==> config.mk <==
export PLATFORM = sky130hd
export DESIGN_NAME = signed_binary_to_decimal_ascii
export DESIGN_NICKNAME = d
export VERILOG_FILES = /design/src/hw/rtl/sbda_pkg.sv /design/src/hw/rtl/signed_binary_to_decimal_ascii.sv
export SDC_FILE = /design/constraint.sdc
export NUM_CORES = 1
export LEC_CHECK = 0
export BUFFER_PORTS_ARGS = -buffer_cell sky130_fd_sc_hd__buf_2
export CORE_MARGIN = 4
export CORE_UTILIZATION = 40
export DETAILED_ROUTE_END_ITERATION = 8
export PLACE_DENSITY = 0.55
export SYNTH_ARGS = -nofsm -noshare
export SYNTH_HDL_FRONTEND = slang
export SYNTH_SLANG_ARGS = --single-unit
==> constraint.sdc <==
create_clock -name clk -period 4.8 [get_ports clk]
set_input_delay 0.96 -clock clk [delete_from_list [all_inputs] [get_ports clk]]
set_output_delay 0.96 -clock clk [all_outputs]
set_load 0.02 [all_outputs]
==> src/hw/rtl/sbda_pkg.sv <==
package sbda_pkg;

  localparam logic [7:0] ASCII_ZERO  = 8'd48;
  localparam logic [7:0] ASCII_NINE  = 8'd57;
  localparam logic [7:0] ASCII_MINUS = 8'd45;

  typedef enum logic [3:0] {
    ST_IDLE = 4'b0001,
    ST_CONV = 4'b0010,
    ST_SIGN = 4'b0100,
    ST_EMIT = 4'b1000
  } state_t;

endpackage

==> src/hw/rtl/signed_binary_to_decimal_ascii.sv <==
// one value converts by shift-and-add-3 through one bcd register, then a minus sign goes
// out if negative, then one char per decimal digit position (leading zeros are dropped,
// one position per cycle unless out_ready stalls); a new word is taken only when idle.
// rst (synchronous) returns the sequencer to idle and empties the output register.
module signed_binary_to_decimal_ascii #(
  parameter int VALUE_WIDTH = 32
) (
  input  logic                          clk,
  input  logic                          rst,
  input  logic                          in_valid,
  output logic                          in_ready,
  input  logic signed [VALUE_WIDTH-1:0] value,
  output logic                          out_valid,
  input  logic                          out_ready,
  output logic [7:0]                    char_code,
  output logic                          last_char
);
  import sbda_pkg::*;

  // decimal digits needed for 2^VALUE_WIDTH - 1
  localparam int NDIG = (VALUE_WIDTH * 30103) / 100000 + 1;
  localparam int BW   = 4 * NDIG;
  localparam int CW   = $clog2(VALUE_WIDTH + 1);
  localparam int DW   = $clog2(NDIG);

  state_t               state;
  logic [VALUE_WIDTH-1:0] mag;
  logic [BW-1:0]        bcd;
  logic [BW-1:0]        bcd_adj;
  logic [CW-1:0]        cnt;
  logic [DW-1:0]        dcnt;
  logic                 neg;
  logic                 started;
  logic [VALUE_WIDTH-1:0] value_u;
  logic [3:0]           top_digit;
  logic                 last_pos;
  logic                 can_load;
  logic                 skip_zero;
  logic                 load_char;

  assign value_u   = value;
  assign top_digit = bcd[BW-1 -: 4];
  assign last_pos  = (dcnt == DW'(NDIG - 1));
  assign can_load  = !out_valid || out_ready;
  assign in_ready  = (state == ST_IDLE);
  assign skip_zero = (top_digit == 4'd0) && !started && !last_pos;
  assign load_char = can_load && ((state == ST_SIGN) || ((state == ST_EMIT) && !skip_zero));

  // add 3 to every digit of 5 or more before the shift
  always_comb begin
    for (int i = 0; i < NDIG; i++) begin
      if (bcd[4*i +: 4] >= 4'd5) begin
        bcd_adj[4*i +: 4] = bcd[4*i +: 4] + 4'd3;
      end else begin
        bcd_adj[4*i +: 4] = bcd[4*i +: 4];
      end
    end
  end

  always_ff @(posedge clk) begin
    if (rst) begin
      state     <= ST_IDLE;
      out_valid <= 1'b0;
      started   <= 1'b0;
      cnt       <= '0;
      dcnt      <= '0;
    end else begin
      if (out_valid && out_ready && !load_char) begin
        out_valid <= 1'b0;
      end
      case (state)
        ST_IDLE: begin
          if (in_valid) begin
            neg   <= value_u[VALUE_WIDTH-1];
            mag   <= value_u[VALUE_WIDTH-1] ? (~value_u + 1'b1) : value_u;
            bcd   <= '0;
            cnt   <= CW'(VALUE_WIDTH);
            state <= ST_CONV;
          end
        end
        ST_CONV: begin
          bcd <= {bcd_adj[BW-2:0], mag[VALUE_WIDTH-1]};
          mag <= {mag[VALUE_WIDTH-2:0], 1'b0};
          cnt <= cnt - 1'b1;
          if (cnt == CW'(1)) begin
            dcnt    <= '0;
            started <= 1'b0;
            state   <= neg ? ST_SIGN : ST_EMIT;
          end
        end
        ST_SIGN: begin
          if (can_load) begin
            out_valid <= 1'b1;
            char_code <= ASCII_MINUS;
            last_char <= 1'b0;
            state     <= ST_EMIT;
          end
        end
        ST_EMIT: begin
          if (skip_zero) begin
            // leading zero: drop it
            bcd  <= {bcd[BW-5:0], 4'b0000};
            dcnt <= dcnt + 1'b1;
          end else if (can_load) begin
            out_valid <= 1'b1;
            char_code <= ASCII_ZERO + {4'b0000, top_digit};
            last_char <= last_pos;
            started   <= 1'b1;
            bcd       <= {bcd[BW-5:0], 4'b0000};
            dcnt      <= dcnt + 1'b1;
            if (last_pos) begin
              state <= ST_IDLE;
            end
          end
        end
        default: begin
          state <= ST_IDLE;
        end
      endcase
    end
  end

endmodule

# == Word level (Yosys, flattened, before mapping) ==
# Cells that the tools add are included.
# op_classes
add_sub_neg,14
mul,0
n_div,0
n_lt_le_gt_ge,10
n_eq_ne,13
n_shift,0
mux,47
bitwise,2
n_reduce_logical,26
# ops
op,n
2-to-1 mux 40 bit,3
one-hot mux 40 bit (3 select lines),1
2-to-1 mux 4 bit,19
2-to-1 mux 32 bit,2
one-hot mux 32 bit (2 select lines),1
>= comparator 4 x 3 -> 1 bit (second input constant),10
adder 4 x 2 -> 4 bit (second input constant),9
adder 32 x 1 -> 32 bit (second input constant),1
NOT 32 bit,1
2-to-1 mux 8 bit,3
one-hot mux 4 bit (4 select lines),1
one-hot mux 8 bit (2 select lines),1
!= test 2 bit (second input constant),6
one-hot mux 6 bit (2 select lines),1
2-to-1 mux 1 bit,9
AND reduction 3 bit,3
equality test 4 bit (second input constant),2
one-hot mux 4 bit (2 select lines),1
AND reduction 4 bit,2
adder 6 x 4 -> 7 bit (first input constant),1
equality test 6 x 1 -> 1 bit (second input constant),1
logical AND 1 bit,6
2-to-1 mux 6 bit,1
one-hot mux 1 bit (2 select lines),3
17 further kinds,24
# word_totals
regBits,98
latchBits,0
ramBits,0
rom_bits,0
in_bits,36
output_inout_bits,11
wordCells,122
memories,0

# == Logic depth before layout (Yosys ltp) ==
# logic_depth
word_depth,13
depth_mapped,8
depth_no_buf,7

# == Least setup slack after synthesis ==
# OpenSTA, ideal clock, no wires.
# synth_timing
kind,input port to flip-flop
from,in in_valid
to,"reg bcd[0], enable pin"
setup_ps,498
t_arrival_ps,4442
required_ps,4302
path_slack_ps,-140
cell_stages,3
path_buffers,0
cell_sequence,nand3b_1 -> a211o_1 -> a211oi_1
# synth_between
elab_chain_len,2
# synth_lines
element,line_no,source
start: declaration,signed_binary_to_decimal_ascii.sv:10,"input logic in_valid,"
!= test 2 bit (no source line),-,
AND reduction 4 bit (no source line),-,
end signal: assignment,signed_binary_to_decimal_ascii.sv:82,"bcd <= {bcd_adj[BW-2:0], mag[VALUE_WIDTH-1]};"
end signal: assignment,signed_binary_to_decimal_ascii.sv:102,"bcd <= {bcd[BW-5:0], 4'b0000};"
end signal: assignment,signed_binary_to_decimal_ascii.sv:109,"bcd <= {bcd[BW-5:0], 4'b0000};"
end: declaration,signed_binary_to_decimal_ascii.sv:28,logic [BW-1:0] bcd;
# No other way between the ends.
# A chain may end at the register's enable or synchronous reset.

# == Worst setup path in the final report ==
# layout_timing
from,reg state[2]
to,reg dcnt[3]
# layout_between
elab_chain_len,3
word_cells_on_any_way,7
classes_between,eq/ne: 4; mux: 1; reduce/logical: 2
# layout_lines
element,line_no,source
start: declaration,signed_binary_to_decimal_ascii.sv:26,state_t state;
start signal: assignment,signed_binary_to_decimal_ascii.sv:88,state <= neg ? ST_SIGN : ST_EMIT;
equality test 4 bit / equality test 4 x 2 -> 1 bit (equally long branches),signed_binary_to_decimal_ascii.sv:71,case (state)
!= test 3 bit (no source line) (tied with other cells),-,
AND reduction 3 bit (no source line),-,
end signal: assignment,signed_binary_to_decimal_ascii.sv:103,dcnt <= dcnt + 1'b1;
end signal: assignment,signed_binary_to_decimal_ascii.sv:110,dcnt <= dcnt + 1'b1;
end: declaration,signed_binary_to_decimal_ascii.sv:31,logic [DW-1:0] dcnt;
# Several ways; a longest one is shown, not always the timed one.

==> impl_metrics.json <==
{
  "cts_htree_levels": 3,
  "grt_max_degree": 59,
  "clk_latency_ps": 340,
  "ys_ff_latch": 95,
  "setup_viol": 0,
  "cts_root_buf": "clkbuf_16",
  "grt_pass1_wl_um": 20000,
  "cts_num_sinks": 95,
  "fmax_ghz": 0.340,
  "synth-edff-count": 79,
  "io_buffers": 43,
  "fin_area_sq_mm": 0.00636,
  "gp_congestion": 0.814,
  "fin_nets": 668,
  "yosysSeqAreaShare": 0.474,
  "wl_met2_um": 5320,
  "drt_iter0_drc": 322,
  "max_cap_viol_count": 0,
  "synthFlopType": "edfxtp_1",
  "cts_buffer_depth": 2,
  "vdd_drop_max_uv": 177,
  "async_flop_share": 0,
  "ys.warnings.count": 0,
  "post-route-util": 0.458,
  "vias": 4224,
  "dp_hpwl_um": 7800,
  "powerDensity_mw_per_mm2": 311,
  "antenna_left": 0,
  "critPathLaunchType": "flip-flop",
  "slew_viol_final": 0,
  "netlist-cell-type-count": 58,
  "cts_resized": 0,
  "pin_count": 47,
  "synthCells": 573,
  "die_width_um": 127,
  "drc": 0,
  "synth.avg_cell_area_sq_um": 9.91,
  "worst-path-max-fanout": 27,
  "period_share": 0.613,
  "rsz0062_at_grt": "no",
  "synth_area_sq_mm": 0.00568,
  "dpl_worst_slack_ps": 1810,
  "final_cell_mix": "edfxtp_1, nand2_1, o21ai_0",
  "cts_setup_buffers": 0,
  "first_pass_iters": 4,
  "period_minus_slack_ps": 2940,
  "ff2ff_path_depth": 6,
  "timing.rr.start": "state[2]$_SDFFE_PP0P_",
  "highest_layer": "met4",
  "clk_pin_slew_ps": 70,
  "setup.worst_path.class": "flip-flop to flip-flop",
  "antenna_cells": 0,
  "status": "finished clean",
  "detail_route.wl_per_cell_um": 14.6,
  "synth_top_cell_area_share": 0.418,
  "r2r_slack_ps": 1860,
  "ctsHoldBuffers": 0,
  "grt_pass1_vias": 4168,
  "fin_ws_ps": 1860,
  "p_leak_nw": 2.25,
  "hold_violations": 0,
  "slew_headroom": 0.306,
  "clock_skew_ps": 5.90,
  "globalRouteOverflowTotal": 0,
  "vias_per_cell": 5.34,
  "start_util": 0.409,
  "die_area_sq_mm": 0.0162,
  "endpoint_kind": "flip-flop",
  "yosys.area.top_type": "edfxtp_1",
  "cts_buffers": 9,
  "fillers": 1348,
  "chipHeight_um": 127,
  "arrival_ps": 3240,
  "tns_ps": 0,
  "crit_end": "dcnt[3]$_SDFFE_PP0P_",
  "r2r-end": "dcnt[3]$_SDFFE_PP0P_",
  "ys_top_cells_by_area": "edfxtp_1, ha_1, dfxtp_1",
  "dpl_cell_area_sq_mm": 0.00608,
  "worst_ep_required_time_ps": 5100,
  "wirelength_um": 11500,
  "antenna_found_initial": 0,
  "final_common_cell": "edfxtp_1",
  "layout-area-overhead-vs-synth_pct": 12.0,
  "tightest_slew_ps": 1040,
  "grt_usage": 0.151,
  "drive_above_1_share": 0.136,
  "rows": 43,
  "wl_met3_um": 496,
  "hold_path_class": "flip-flop to flip-flop",
  "cts_tree": "yes",
  "coreArea_sq_mm": 0.0139,
  "worstSetupStartpoint": "state[2]$_SDFFE_PP0P_",
  "wl_met1_um": 5570
}
-- report_power, final --
part	switching, mW	internal (mW)
clock	0.314	0.371
combinational	0.177	0.111
sequential	0.0379	0.965
total	0.529	1.45
-- cells by family after synthesis --
family / synth area share
AO/OA/AOI/OAI: 0.180
XOR/XNOR: 0.0740
adder cells (fa/ha/maj): 0.0573
buffers and inverters: 0.0403
flip-flops: 0.474
multiplexers: 0.00353
other: 0.00132
AND/OR/NAND/NOR: 0.169
-- per-layer routing --
metal	track usage	vias to the layer above
met5	0	-
met4	0.0461	0
met3	0.0364	13
met2	0.236	74
met1	0.208	1994
li1	-	2143
-- stage by stage --
stage,total power [mW],hold slack [ps],cells
floorplan,1.22,437,574
global placement,1.30,457,775
detailed placement,1.31,457,775
CTS,2.00,476,791
global route,2.08,506,791
finish,1.98,475,791
-- critical path, stage by stage (launching register included) --
cell,delay [ps]
dfxtp_1,490
or4b_1,860
clkinv_2,650
nor2_1,420
nor3_4,90
a211oi_1,250
a31o_2,130
-- sequential cells by signal, indices dropped and copies added, names as in the netlist --
name	count
bcd	40
mag	32
cnt	6
char_code	5
dcnt	4
state	4
last_char	1
neg	1
out_valid	1
started	1
-- synth_stat cells (7+ instances only) --
cell type and count:
nor2b_1 7, a22o_1 10, o31ai_1 9, xnor2_1 12
edfxtp_1 79, o41ai_1 7, o22ai_1 10, o21ai_0 58
o32ai_1 8, inv_1 29, xor2_1 36, nor3b_1 10
nand2b_1 14, buf_1 8, ha_1 26, a21oi_1 41
nor3_1 11, clkbuf_1 14, nand2_1 64, dfxtp_1 16
nor2_1 40
-- layout make-up --
type	instances	area (sq um)	share of cell area
repair buffers	48	265	0.0417
clock buffers	11	246	0.0388
well taps	180	225	0.0354
inverters	30	114	0.0179
flip-flops and latches	95	2690	0.423
clock inverters	5	31.3	0.00492
multi-input cells	422	2790	0.438
-- worst min path at each step --
stage                    startpoint              endpoint  slack (ps)  cells after the start
2_1_floorplan   cnt[5]$_SDFFE_PP0P_   cnt[5]$_SDFFE_PP0P_         440                      1
3_3_place_gp    cnt[5]$_SDFFE_PP0P_   cnt[5]$_SDFFE_PP0P_         460                      1
3_5_place_dp   started$_SDFFE_PP0P_  started$_SDFFE_PP0P_         460                      2
4_1_cts        started$_SDFFE_PP0P_  started$_SDFFE_PP0P_         480                      2
5_1_grt        started$_SDFFE_PP0P_  started$_SDFFE_PP0P_         510                      2
6_report       started$_SDFFE_PP0P_  started$_SDFFE_PP0P_         470                      2
Note: power is estimated with default switching activity, not from simulation.
